File: config.mk
export PLATFORM = sky130hd
export DESIGN_NAME = scancode_to_ascii_keyboard_fifo
export DESIGN_NICKNAME = d
export VERILOG_FILES = /design/src/rtl/core/scta_pkg.sv /design/src/rtl/core/scta_ram.sv /design/src/rtl/core/scta_keymap.sv /design/src/rtl/core/scancode_to_ascii_keyboard_fifo.sv
export SDC_FILE = /design/constraint.sdc
export NUM_CORES = 2
export LEC_CHECK = 0
export ABC_AREA = 0
export BUFFER_PORTS_ARGS = -buffer_cell sky130_fd_sc_hd__buf_2
export CELL_PAD_IN_SITES_DETAIL_PLACEMENT = 1
export CELL_PAD_IN_SITES_GLOBAL_PLACEMENT = 1
export CORE_ASPECT_RATIO = 1.2
export CORE_UTILIZATION = 51
export DETAILED_ROUTE_END_ITERATION = 8
export PLACE_DENSITY = 0.77
export SLEW_MARGIN = 20
export SYNTH_ARGS = -nofsm -noshare
export SYNTH_HDL_FRONTEND = slang
export SYNTH_SLANG_ARGS = --single-unit
File: constraint.sdc
create_clock -name clk -period 15.6 [get_ports clk]
set_clock_uncertainty 0.2 [all_clocks]
set_input_delay 2.34 -clock clk [delete_from_list [all_inputs] [get_ports clk]]
set_output_delay 2.34 -clock clk [all_outputs]
set_load 0.03 [all_outputs]
File: src/rtl/core/scta_pkg.sv
// shared types, constants and the us layout table for the keyboard fifo
`default_nettype none

package scta_pkg;

  // storage sizes
  localparam int FIFO_DEPTH = 256;
  localparam int PTR_W      = $clog2(FIFO_DEPTH);
  localparam int KEY_COUNT  = 128;
  localparam int KEY_AW     = $clog2(KEY_COUNT);

  // request kinds; the unused code behaves as a query
  typedef enum logic [1:0] {
    ACT_SCAN  = 2'd0,
    ACT_POP   = 2'd1,
    ACT_QUERY = 2'd2
  } action_t;

  // set 1 make codes of the keys with special handling
  localparam logic [6:0] SC_LSHIFT = 7'h2A;
  localparam logic [6:0] SC_RSHIFT = 7'h36;
  localparam logic [6:0] SC_CTRL   = 7'h1D;
  localparam logic [6:0] SC_ALT    = 7'h38;
  localparam logic [6:0] SC_CAPS   = 7'h3A;

  // control characters in the table
  localparam logic [6:0] CH_BS  = 7'd8;
  localparam logic [6:0] CH_TAB = 7'd9;
  localparam logic [6:0] CH_LF  = 7'd10;
  localparam logic [6:0] CH_ESC = 7'd27;

  typedef struct packed {
    logic caps;
    logic alt;
    logic ctrl;
    logic rshift;
    logic lshift;
  } mod_flags_t;

  // one write into the key table
  typedef struct packed {
    logic              en;
    logic [KEY_AW-1:0] addr;
    logic              data;
  } key_wr_t;

  // circular pointer advance
  function automatic logic [PTR_W-1:0] fifo_inc(input logic [PTR_W-1:0] p);
    logic [PTR_W-1:0] r;
    r = (p == PTR_W'(FIFO_DEPTH - 1)) ? '0 : p + 1'b1;
    return r;
  endfunction

  // us layout: {lower, upper} per make code, zero where nothing is typed
  function automatic logic [6:0] scta_xlate(input logic [6:0] code, input logic upper);
    logic [13:0] pair;
    unique case (code)
      7'h01: pair = {CH_ESC, CH_ESC};
      7'h02: pair = {7'h31, 7'h21};
      7'h03: pair = {7'h32, 7'h40};
      7'h04: pair = {7'h33, 7'h23};
      7'h05: pair = {7'h34, 7'h24};
      7'h06: pair = {7'h35, 7'h25};
      7'h07: pair = {7'h36, 7'h5E};
      7'h08: pair = {7'h37, 7'h26};
      7'h09: pair = {7'h38, 7'h2A};
      7'h0A: pair = {7'h39, 7'h28};
      7'h0B: pair = {7'h30, 7'h29};
      7'h0C: pair = {7'h2D, 7'h5F};
      7'h0D: pair = {7'h3D, 7'h2B};
      7'h0E: pair = {CH_BS, CH_BS};
      7'h0F: pair = {CH_TAB, CH_TAB};
      7'h10: pair = {7'h71, 7'h51};
      7'h11: pair = {7'h77, 7'h57};
      7'h12: pair = {7'h65, 7'h45};
      7'h13: pair = {7'h72, 7'h52};
      7'h14: pair = {7'h74, 7'h54};
      7'h15: pair = {7'h79, 7'h59};
      7'h16: pair = {7'h75, 7'h55};
      7'h17: pair = {7'h69, 7'h49};
      7'h18: pair = {7'h6F, 7'h4F};
      7'h19: pair = {7'h70, 7'h50};
      7'h1A: pair = {7'h5B, 7'h7B};
      7'h1B: pair = {7'h5D, 7'h7D};
      7'h1C: pair = {CH_LF, CH_LF};
      7'h1E: pair = {7'h61, 7'h41};
      7'h1F: pair = {7'h73, 7'h53};
      7'h20: pair = {7'h64, 7'h44};
      7'h21: pair = {7'h66, 7'h46};
      7'h22: pair = {7'h67, 7'h47};
      7'h23: pair = {7'h68, 7'h48};
      7'h24: pair = {7'h6A, 7'h4A};
      7'h25: pair = {7'h6B, 7'h4B};
      7'h26: pair = {7'h6C, 7'h4C};
      7'h27: pair = {7'h3B, 7'h3A};
      7'h28: pair = {7'h27, 7'h22};
      7'h29: pair = {7'h60, 7'h7E};
      7'h2B: pair = {7'h5C, 7'h7C};
      7'h2C: pair = {7'h7A, 7'h5A};
      7'h2D: pair = {7'h78, 7'h58};
      7'h2E: pair = {7'h63, 7'h43};
      7'h2F: pair = {7'h76, 7'h56};
      7'h30: pair = {7'h62, 7'h42};
      7'h31: pair = {7'h6E, 7'h4E};
      7'h32: pair = {7'h6D, 7'h4D};
      7'h33: pair = {7'h2C, 7'h3C};
      7'h34: pair = {7'h2E, 7'h3E};
      7'h35: pair = {7'h2F, 7'h3F};
      7'h37: pair = {7'h2A, 7'h2A};
      7'h39: pair = {7'h20, 7'h20};
      7'h4A: pair = {7'h2D, 7'h2D};
      7'h4E: pair = {7'h2B, 7'h2B};
      default: pair = '0;
    endcase
    return upper ? pair[6:0] : pair[13:7];
  endfunction

endpackage

`default_nettype wire

File: src/rtl/core/scta_ram.sv
// simple dual port ram, one write and one registered read per cycle
`default_nettype none

module scta_ram #(
  parameter int WIDTH = 8,
  parameter int DEPTH = 256
) (
  input  wire logic                     clk,
  input  wire logic                     we,
  input  wire logic [$clog2(DEPTH)-1:0] waddr,
  input  wire logic [WIDTH-1:0]         wdata,
  input  wire logic                     re,
  input  wire logic [$clog2(DEPTH)-1:0] raddr,
  output logic      [WIDTH-1:0]         rdata
);

  logic [WIDTH-1:0] mem [DEPTH];

  // write port
  always_ff @(posedge clk) begin
    if (we) begin
      mem[waddr] <= wdata;
    end
  end

  // read port, data holds while re is low
  always_ff @(posedge clk) begin
    if (re) begin
      rdata <= mem[raddr];
    end
  end

endmodule

`default_nettype wire

File: src/rtl/core/scta_keymap.sv
// pressed-key table in ram with a clearing sweep after reset
`default_nettype none

module scta_keymap (
  input  wire logic                    clk,
  input  wire logic                    rst_n,
  input  wire scta_pkg::key_wr_t       wr,
  input  wire logic                    re,
  input  wire logic [scta_pkg::KEY_AW-1:0] raddr,
  output logic                         rdata,
  output logic                         busy
);
  import scta_pkg::*;

  logic              busy_r, busy_nxt;
  logic [KEY_AW-1:0] clr_idx_r, clr_idx_nxt;
  logic              ram_we;
  logic [KEY_AW-1:0] ram_waddr;
  logic              ram_wdata;

  // sweep one entry per cycle until the last one is cleared
  always_comb begin
    busy_nxt    = busy_r && (clr_idx_r != KEY_AW'(KEY_COUNT - 1));
    clr_idx_nxt = busy_r ? clr_idx_r + 1'b1 : clr_idx_r;
  end

  always_ff @(posedge clk) begin
    if (!rst_n) begin
      busy_r    <= 1'b1;
      clr_idx_r <= '0;
    end else begin
      busy_r    <= busy_nxt;
      clr_idx_r <= clr_idx_nxt;
    end
  end

  // sweep owns the write port while it runs
  always_comb begin
    ram_we    = busy_r || wr.en;
    ram_waddr = busy_r ? clr_idx_r : wr.addr;
    ram_wdata = busy_r ? 1'b0 : wr.data;
  end

  scta_ram #(
    .WIDTH(1),
    .DEPTH(KEY_COUNT)
  ) u_key_ram (
    .clk  (clk),
    .we   (ram_we),
    .waddr(ram_waddr),
    .wdata(ram_wdata),
    .re   (re),
    .raddr(raddr),
    .rdata(rdata)
  );

  assign busy = busy_r;

endmodule

`default_nettype wire

File: src/rtl/core/scancode_to_ascii_keyboard_fifo.sv
// set 1 scan code to ascii translator with a character fifo, top level
// a request's result is registered in the read stage, then in the output stage
// throughput: one request per cycle while not stalled; the key table and the
//   character ram each take a write at accept and give read data the next cycle
// reset: rst_n synchronous, active low; after it the key table is cleared one
//   entry a cycle, all KEY_COUNT (128) entries, while in_stall stays high
`default_nettype none

module scancode_to_ascii_keyboard_fifo (
  input  wire logic       clk,
  input  wire logic       rst_n,
  input  wire logic       in_valid,
  output logic            in_stall,
  input  wire logic [1:0] in_action,
  input  wire logic [7:0] in_scan_byte,
  input  wire logic [7:0] in_query_key,
  output logic            out_valid,
  input  wire logic       out_stall,
  output logic      [6:0] out_char_out,
  output logic            out_char_valid,
  output logic            out_fifo_nonempty,
  output logic            out_fifo_overflow,
  output logic            out_key_down,
  output logic            out_left_shift_held,
  output logic            out_right_shift_held,
  output logic            out_ctrl_held,
  output logic            out_alt_held,
  output logic            out_caps_on
);
  import scta_pkg::*;

  logic              acc, s1_adv, key_busy;
  logic              is_scan, is_pop, is_rel, is_mod, upper;
  logic [6:0]        code, xl_char;
  logic              push, full, push_ok, ovf, pop_ok;
  mod_flags_t        flags_r, flags_nxt;
  logic [PTR_W-1:0]  head_r, head_nxt, tail_r, tail_nxt;
  key_wr_t           key_wr;
  logic [KEY_AW-1:0] key_raddr;
  logic              key_rdata;
  logic [6:0]        char_rdata;

  // read stage
  logic       s1_valid_r, s1_valid_nxt;
  logic       s1_pop_r, s1_ovf_r, s1_nonempty_r, s1_qhi_r, s1_fwd_r, s1_fwd_val_r;
  mod_flags_t s1_flags_r;

  // output stage
  logic       out_valid_r, out_valid_nxt;
  logic [6:0] out_char_r;
  logic       out_cv_r, out_ne_r, out_ovf_r, out_kd_r;
  mod_flags_t out_flags_r;

  // handshake
  assign s1_adv   = s1_valid_r && (!out_valid_r || !out_stall);
  assign in_stall = key_busy || (s1_valid_r && !s1_adv);
  assign acc      = in_valid && !in_stall;

  // request decode
  assign code    = in_scan_byte[6:0];
  assign is_scan = (in_action == ACT_SCAN);
  assign is_pop  = (in_action == ACT_POP);
  assign is_rel  = in_scan_byte[7];
  assign is_mod  = (code == SC_LSHIFT) || (code == SC_RSHIFT) || (code == SC_CTRL) ||
                   (code == SC_ALT) || (code == SC_CAPS);

  // translation uses the flags from before this request
  assign upper   = (flags_r.lshift || flags_r.rshift) ^ flags_r.caps;
  assign xl_char = scta_xlate(code, upper);

  // fifo push and pop
  assign full    = (fifo_inc(head_r) == tail_r);
  assign push    = acc && is_scan && !is_rel && !is_mod && (xl_char != '0);
  assign push_ok = push && !full;
  assign ovf     = push && full;
  assign pop_ok  = acc && is_pop && (head_r != tail_r);

  always_comb begin
    head_nxt = push_ok ? fifo_inc(head_r) : head_r;
    tail_nxt = pop_ok ? fifo_inc(tail_r) : tail_r;
  end

  // modifier flag update
  always_comb begin
    flags_nxt = flags_r;
    if (acc && is_scan) begin
      if (is_rel) begin
        unique case (code)
          SC_LSHIFT: flags_nxt.lshift = 1'b0;
          SC_RSHIFT: flags_nxt.rshift = 1'b0;
          SC_CTRL:   flags_nxt.ctrl   = 1'b0;
          SC_ALT:    flags_nxt.alt    = 1'b0;
          default: ;
        endcase
      end else begin
        unique case (code)
          SC_LSHIFT: flags_nxt.lshift = 1'b1;
          SC_RSHIFT: flags_nxt.rshift = 1'b1;
          SC_CTRL:   flags_nxt.ctrl   = 1'b1;
          SC_ALT:    flags_nxt.alt    = 1'b1;
          SC_CAPS:   flags_nxt.caps   = !flags_r.caps;
          default: ;
        endcase
      end
    end
  end

  always_ff @(posedge clk) begin
    if (!rst_n) begin
      flags_r <= '0;
      head_r  <= '0;
      tail_r  <= '0;
    end else begin
      flags_r <= flags_nxt;
      head_r  <= head_nxt;
      tail_r  <= tail_nxt;
    end
  end

  // key table: write at accept, query read lands in the next cycle
  always_comb begin
    key_wr.en   = acc && is_scan;
    key_wr.addr = KEY_AW'(code);
    key_wr.data = !is_rel;
    key_raddr   = KEY_AW'(in_query_key[6:0]);
  end

  scta_keymap u_keymap (
    .clk  (clk),
    .rst_n(rst_n),
    .wr   (key_wr),
    .re   (acc),
    .raddr(key_raddr),
    .rdata(key_rdata),
    .busy (key_busy)
  );

  // character store, never cleared
  scta_ram #(
    .WIDTH(7),
    .DEPTH(FIFO_DEPTH)
  ) u_char_ram (
    .clk  (clk),
    .we   (push_ok),
    .waddr(head_r),
    .wdata(xl_char),
    .re   (pop_ok),
    .raddr(tail_r),
    .rdata(char_rdata)
  );

  // read stage control
  always_comb begin
    s1_valid_nxt = acc || (s1_valid_r && !s1_adv);
  end

  always_ff @(posedge clk) begin
    if (!rst_n) begin
      s1_valid_r <= 1'b0;
    end else begin
      s1_valid_r <= s1_valid_nxt;
    end
  end

  // read stage payload; forward a write to the queried key in the same request
  always_ff @(posedge clk) begin
    if (acc) begin
      s1_pop_r      <= pop_ok;
      s1_ovf_r      <= ovf;
      s1_nonempty_r <= (head_nxt != tail_nxt);
      s1_qhi_r      <= in_query_key[7];
      s1_fwd_r      <= key_wr.en && (key_wr.addr == key_raddr);
      s1_fwd_val_r  <= key_wr.data;
      s1_flags_r    <= flags_nxt;
    end
  end

  // output register control
  always_comb begin
    out_valid_nxt = s1_adv || (out_valid_r && out_stall);
  end

  always_ff @(posedge clk) begin
    if (!rst_n) begin
      out_valid_r <= 1'b0;
    end else begin
      out_valid_r <= out_valid_nxt;
    end
  end

  // output payload, picks up the ram read data
  always_ff @(posedge clk) begin
    if (s1_adv) begin
      out_char_r  <= s1_pop_r ? char_rdata : 7'd0;
      out_cv_r    <= s1_pop_r;
      out_ne_r    <= s1_nonempty_r;
      out_ovf_r   <= s1_ovf_r;
      out_kd_r    <= !s1_qhi_r && (s1_fwd_r ? s1_fwd_val_r : key_rdata);
      out_flags_r <= s1_flags_r;
    end
  end

  assign out_valid            = out_valid_r;
  assign out_char_out         = out_char_r;
  assign out_char_valid       = out_cv_r;
  assign out_fifo_nonempty    = out_ne_r;
  assign out_fifo_overflow    = out_ovf_r;
  assign out_key_down         = out_kd_r;
  assign out_left_shift_held  = out_flags_r.lshift;
  assign out_right_shift_held = out_flags_r.rshift;
  assign out_ctrl_held        = out_flags_r.ctrl;
  assign out_alt_held         = out_flags_r.alt;
  assign out_caps_on          = out_flags_r.caps;

endmodule

`default_nettype wire

# Word-level counts from Yosys, hierarchy flattened
# Memory sizes are Yosys's and may differ from the RTL's. A register that Yosys moved wholly into a read port is not among the register bits.
# Index checks and enable logic that the tools add are counted.
[word_totals]
register_bits = 58
mem_bits_rw = 1920
rom_bits = 1792
output_inout_bits = 18
wordCells = 112
memories = 3
[op_classes]
n_addsub = 3
n_eq_ne = 13
muxes = 24
n_bitwise = 1
n_reduce_logical = 36
[memory_table]
columns = ["name", "words", "word_bits", "read_ports", "rd_clocked_by_memory_dff", "write_ports", "line", "rtl"]
rows = [
  ["(name not given)", 128, 14, 1, 0, 0, "scta_pkg.sv:57", "unique case (code)"],
  ["u_char_ram.mem", 256, 7, 1, 1, 1, "scta_ram.sv:17", "logic [WIDTH-1:0] mem [DEPTH];"],
  ["u_keymap.u_key_ram.mem", 128, 1, 1, 1, 1, "scta_ram.sv:17", ""],
]
[ops]
columns = ["operator", "n"]
rows = [
  ["$mux 8", 4],
  ["$eq 7x6->1 const B", 4],
  ["$add 8x1->8 const B", 2],
  ["$eq 8x8->1 const B", 2],
  ["$mux 1", 16],
  ["$ne 8x8->1", 2],
  ["$logic_and 1x1->1", 15],
  ["$mux 7", 2],
  ["$logic_or 1x1->1", 10],
  ["$logic_not 1->1", 9],
  ["$eq 8x8->1", 1],
  ["$add 7x1->7 const B", 1],
  ["$eq 7x5->1 const B", 1],
  ["$eq 7x7->1", 1],
  ["$ne 7x7->1 const B", 1],
  ["$reduce_bool 7->1", 1],
  ["$mux 5", 1],
  ["$mux 4", 1],
  ["$eq 2x1->1 const B", 1],
  ["$logic_not 2->1", 1],
  ["$xor 1x1->1", 1],
]

# Longest topological paths before layout
[depth]
word_depth = 15
mapped_depth = 16
depth_no_buf = 12

# Modules after synthesis
# From an unflattened synthesis, not the netlist that was laid out.
[unflattened]
hier_cells = 4321
hier_area_um2 = 80709.9
[by_module_without_submodules]
columns = ["mod", "instances", "cells_each", "area_per_inst_um2", "seq_area_each_um2"]
rows = [
  ["scta_ram at u_char_ram", 1, 3381, 70267.4, 54021.8],
  ["scta_ram at u_keymap.u_key_ram", 1, 395, 5729.2, 3873.7],
  ["scancode_to_ascii_keyboard_fifo", 1, 501, 4277.9, 1271.2],
  ["scta_keymap", 1, 44, 435.4, 160.2],
]

# Least setup slack after synthesis
# Ideal clock, no wire load.
[synth_path]
path_kind = "input port to flip-flop"
from = "in in_scan_byte[1]"
to = "mem u_char_ram.mem[250][0] (enable)"
t_arrival_ps = 15789
required_time_ps = 15010
path_slack_ps = -779
path_stages = 12
n_path_buf = 3
path_cell_list = "buf_2 > inv_1 > ha_1 > and3_1 > o21ai_0 > o21ai_0 > or2_4 > o41a_1 > nand2_1 > buf_4 > clkbuf_1 > nor4_1"
[synth_between]
elab_cells_between_ends = 18
[synth_lines]
columns = ["element", "line", "rtl"]
rows = [
  ["from (decl)", "scancode_to_ascii_keyboard_fifo.sv:15", "input wire logic [7:0] in_scan_byte,"],
  ["$mem_v2 128x14", "-", ""],
  ["$mux 7", "scta_pkg.sv:115", "return upper ? pair[6:0] : pair[13:7];"],
  ["via u_char_ram.wdata[6]", "scta_ram.sv:11", "input wire logic [WIDTH-1:0] wdata,"],
  ["$reduce_bool 7->1", "scancode_to_ascii_keyboard_fifo.sv:73", "assign push = acc && is_scan && !is_rel && !is_mod && (xl_char != '0);"],
  ["$logic_and 1x1->1", "scancode_to_ascii_keyboard_fifo.sv:73", ""],
  ["$logic_and 1x1->1", "scancode_to_ascii_keyboard_fifo.sv:74", "assign push_ok = push && !full;"],
  ["$mux 1", "scta_ram.sv:21", "if (we) begin"],
  ["$mux 1 (implied by the code)", "scta_ram.sv:22", "mem[waddr] <= wdata;"],
  ["to (decl)", "scta_ram.sv:17", ""],
]
# The timed path passes the listed nets, and every way through them passes these cells.

# Worst setup path in the final report
[layout_path]
from = "in in_scan_byte[1]"
to = "mem u_char_ram.mem[198][6] (enable)"
# The elaborated chain is that of the path after synthesis.

==> results.md <==
* Cell types with the highest counts after synthesis: sky130_fd_sc_hd__edfxtp_1 (1955), sky130_fd_sc_hd__mux4_2 (636), sky130_fd_sc_hd__nor2_1 (367)
* X dimension of the die at 363 µm
* Power, Total at 0.0108 W
* Tightest Pin Transition at 1170 ps
* Post-synthesis register bit count at 1986
* Async set-or-reset flop fraction in the synthesized netlist at 0%
* Depth of the worst register-to-register path at 9
* Ratio of cells with drive above 1 in the final layout at 27.7%
* Achievable Freq at 0.123 GHz
* Unrepaired setup endpoints after global routing: no
* Combinational share of power at 2.8%
* Sum of overflow across all layers after global routing at 0
* Number of antenna violations at the first check in global routing at 5
* Endpoint kind of the worst setup timing path: flip-flop
* Number of different library cells in the post-synthesis netlist at 79
* Arrival time at the worst endpoint at 8380 ps
* Latest clock arrival within the worst-skew pair at 850 ps
* Die H at 435 µm
* Register Area at 0.0593 mm²
* Multi-input combinational cell area at 0.0194 mm²
* Data required time of the critical path at 15860 ps
* Post-synthesis cell area at 0.0797 mm²
* Total detailed-routing wirelength at 203000 µm
* Most frequent cell after synthesis: sky130_fd_sc_hd__edfxtp_1
* Power Internal at 0.00853 W
* Worst slew margin at 21.8%
* Tightest hold margin at 242 ps
* Syn Area/Cell at 21.1 µm²
* Mapped Nets at 3818
* Primary FF master, synth: sky130_fd_sc_hd__edfxtp_1
* Via/cell ratio at 6.46
* Largest net degree at the start of global routing at 205
* Layout area overhead at 11.2%
* Worst ir drop on vdd at 0.000147 V
* Capture point of the worst path: u_char_ram.mem[198][6]
* HPWL Detailed at 120000 µm
* Total cell area at the placement stage at 0.0825 mm²
* Clock group share of total power at 42.2%
* Routed Antenna Nets at 0
* Placed cell count at 5757
* Post-detailed-route wirelength per cell at 33.4 µm
* Max cap viols at 0
* Critical Path Source: in_scan_byte[1]
* Final period demand of the worst path at 8120 ps
* Number of optimization iterations in the first detailed-route pass at 5
* Reg-to-Reg Start: tail_r[0]
* Switching fraction of total power at 20.9%
* Portion of synthesized cell area occupied by the leading cell type at 73.7%
* Final Hold Vio Count at 0
* Via count of the first global-routing pass at 41172
* Global placer's final weighted congestion at 0.880
* CTS-repair resized insts at 0
* Result of the run: completed
* Clock-pin slew of the registers on the worst-case setup and hold paths at 60 ps
* Starting DRT DRC Count at 5013
* Critical path launch point type: input pin
* Number of setup buffers added after CTS at 0
* EDFF count, synth at 1955
* Total clock buffers created by CTS at 185
* Net switching power figure at 0.00225 W
* Ranking of synthesized cells by area: sky130_fd_sc_hd__edfxtp_1 (74%), sky130_fd_sc_hd__mux4_2 (18%), sky130_fd_sc_hd__nor2_1 (1.7%)
* Clock tree buffer depth at 3
* Global-route wire length before repair at 296000 µm
* Accumulated negative setup slack at 0 ps
* H-Tree Level Count at 4
* FP Rows at 158
* Drt drc at 0
* Count of buffers inserted at the top-level ports at 39
* Yosys top cell by area: sky130_fd_sc_hd__edfxtp_1
* Tightest Hold Check Type: flip-flop to flip-flop
* Pleak at 27.4 nW
* Routed vias at 39380
* Nets@finish at 3908
* Total power per unit cell area at 122 mW/mm²
* Count of non-filler cells in the finished layout at 6100
* Largest fanout on the critical path at 58
* Root Buffer Master: sky130_fd_sc_hd__clkbuf_16
* Core footprint at 0.155 mm²
* Count of fill cells added during filler insertion at 12993
* Final setup violation count at 0
* Total number of yosys warnings at 0
* Clock Sinks at 1986
* Clock tree from TritonCTS: done
* Total Die Area at 0.158 mm²
* Ports placed on the boundary at 40
* Reg2Reg Setup Slack at 9040 ps
* Mapped Cells at 3776
* End of the worst register-to-register path: u_char_ram.rdata[1]
* Share of synthesized area occupied by flip-flops and latches at 74.4%
* CP Class: input pin to flip-flop
* Final design instance area without fill at 0.0886 mm²
* Sequential group share of total power at 55.0%
* Total GRT Usage at 26.2%
* Cts hold-fix bufs at 0
* Final Cycle Share at 52.1%
* Count of final max-slew check failures at 0
* Initial cell density of the core at 51.5%
-- critical path, cell delays in order --
cell and delay [ps]:
sky130_fd_sc_hd__buf_2 380, sky130_fd_sc_hd__inv_1 300, sky130_fd_sc_hd__ha_1 440, sky130_fd_sc_hd__and3b_1 220, sky130_fd_sc_hd__a2111oi_0 350, sky130_fd_sc_hd__o31a_1 190
sky130_fd_sc_hd__o211a_4 670, sky130_fd_sc_hd__a211o_1 290, sky130_fd_sc_hd__o41a_1 260, sky130_fd_sc_hd__nand2_2 80, sky130_fd_sc_hd__buf_4 350, sky130_fd_sc_hd__nor3_2 800
sky130_fd_sc_hd__nand3_1 840, sky130_fd_sc_hd__nor2_1 790
-- state kept, by name, indices dropped and copies added, names as in the netlist, 5 cells and up --
register                flops
head_r                      8
flags_r                     5
u_keymap.clr_idx_r          7
u_char_ram.mem           1792
u_keymap.u_key_ram.mem    128
out_char_out                7
s1_flags_r                  5
u_char_ram.rdata            7
tail_r                      8
-- through the flow --
stage / setup slack (ps) / utilization, %
after CTS: 7620 / 57.2
after global placement: 6930 / 53.3
final: 7480 / 57.2
after floorplan: 3250 / -
after detailed placement: 6560 / 53.3
after global routing: 7250 / 57.2
-- worst min-delay path by stage --
stage | from | end | slack (ps) | cells after the start
after global placement | s1_flags_r[4] | out_caps_on | 210 | 0
after global routing | s1_flags_r[4] | out_caps_on | 250 | 0
after floorplan | s1_flags_r[3] | out_alt_held | 200 | 0
final | s1_flags_r[0] | out_left_shift_held | 240 | 0
after detailed placement | s1_flags_r[4] | out_caps_on | 210 | 0
after CTS | s1_flags_r[0] | out_left_shift_held | 240 | 0
-- placed cells by master (no fill, tap or decap), types with 8 or more instances in the layout --
cell type,n
sky130_fd_sc_hd__edfxtp_1,1955
sky130_fd_sc_hd__mux4_2,636
sky130_fd_sc_hd__nor2_1,366
sky130_fd_sc_hd__clkbuf_16,188
sky130_fd_sc_hd__buf_4,95
sky130_fd_sc_hd__nand2_1,64
sky130_fd_sc_hd__nor4_1,56
sky130_fd_sc_hd__clkinv_1,39
sky130_fd_sc_hd__buf_2,39
sky130_fd_sc_hd__nand3_1,32
sky130_fd_sc_hd__clkbuf_1,32
sky130_fd_sc_hd__o21ai_0,30
sky130_fd_sc_hd__clkinv_2,30
sky130_fd_sc_hd__a21oi_1,28
sky130_fd_sc_hd__xor2_1,27
sky130_fd_sc_hd__and2_1,26
sky130_fd_sc_hd__dfxtp_1,25
sky130_fd_sc_hd__inv_1,20
sky130_fd_sc_hd__ha_1,20
sky130_fd_sc_hd__bufinv_16,20
sky130_fd_sc_hd__nor2b_1,17
sky130_fd_sc_hd__nand2_2,15
sky130_fd_sc_hd__clkinvlp_4,14
sky130_fd_sc_hd__nand2b_1,13
sky130_fd_sc_hd__nor3_1,11
sky130_fd_sc_hd__mux2i_1,10
sky130_fd_sc_hd__nand4_1,10
sky130_fd_sc_hd__xnor2_1,10
sky130_fd_sc_hd__o211ai_1,8
sky130_fd_sc_hd__buf_12,8
-- power groups by stage --
stage | Clock, W | Sequential (W) | Combinational [W]
after floorplan | 0 | 0.00606 | 0.000157
after CTS | 0.00460 | 0.00593 | 0.000308
after global routing | 0.00476 | 0.00592 | 0.000323
after global placement | 0 | 0.00604 | 0.000296
final | 0.00455 | 0.00593 | 0.000306
after detailed placement | 0 | 0.00604 | 0.000307
-- cell type report --
type	count	area share, %
Antenna cell	1	0.00282
Multi-Input combinational cell	1526	21.9
Clock inverter	120	1.40
Sequential cell	1986	67.0
Tap cell	2080	2.94
Inverter	21	0.0890
Clock buffer	220	5.44
Timing Repair Buffer	146	1.29
-- layer usage --
metal	wire length, µm	global-route usage (%)
met1	76900	34.9
met3	14900	4.18
met5	24	0
met4	8240	10.3
met2	103000	43.5
-- kinds of logic after synthesis --
kind of cell	after synthesis	share of synthesized area [%]
AND/OR/NAND/NOR	663	3.82
flip-flops	1986	74.4
XOR/XNOR	39	0.455
multiplexers	655	18.2
adder cells (fa/ha/maj)	20	0.314
AO/OA/AOI/OAI	149	1.34
buffers and inverters	264	1.40
Note: power is estimated with default switching activity, not from simulation.
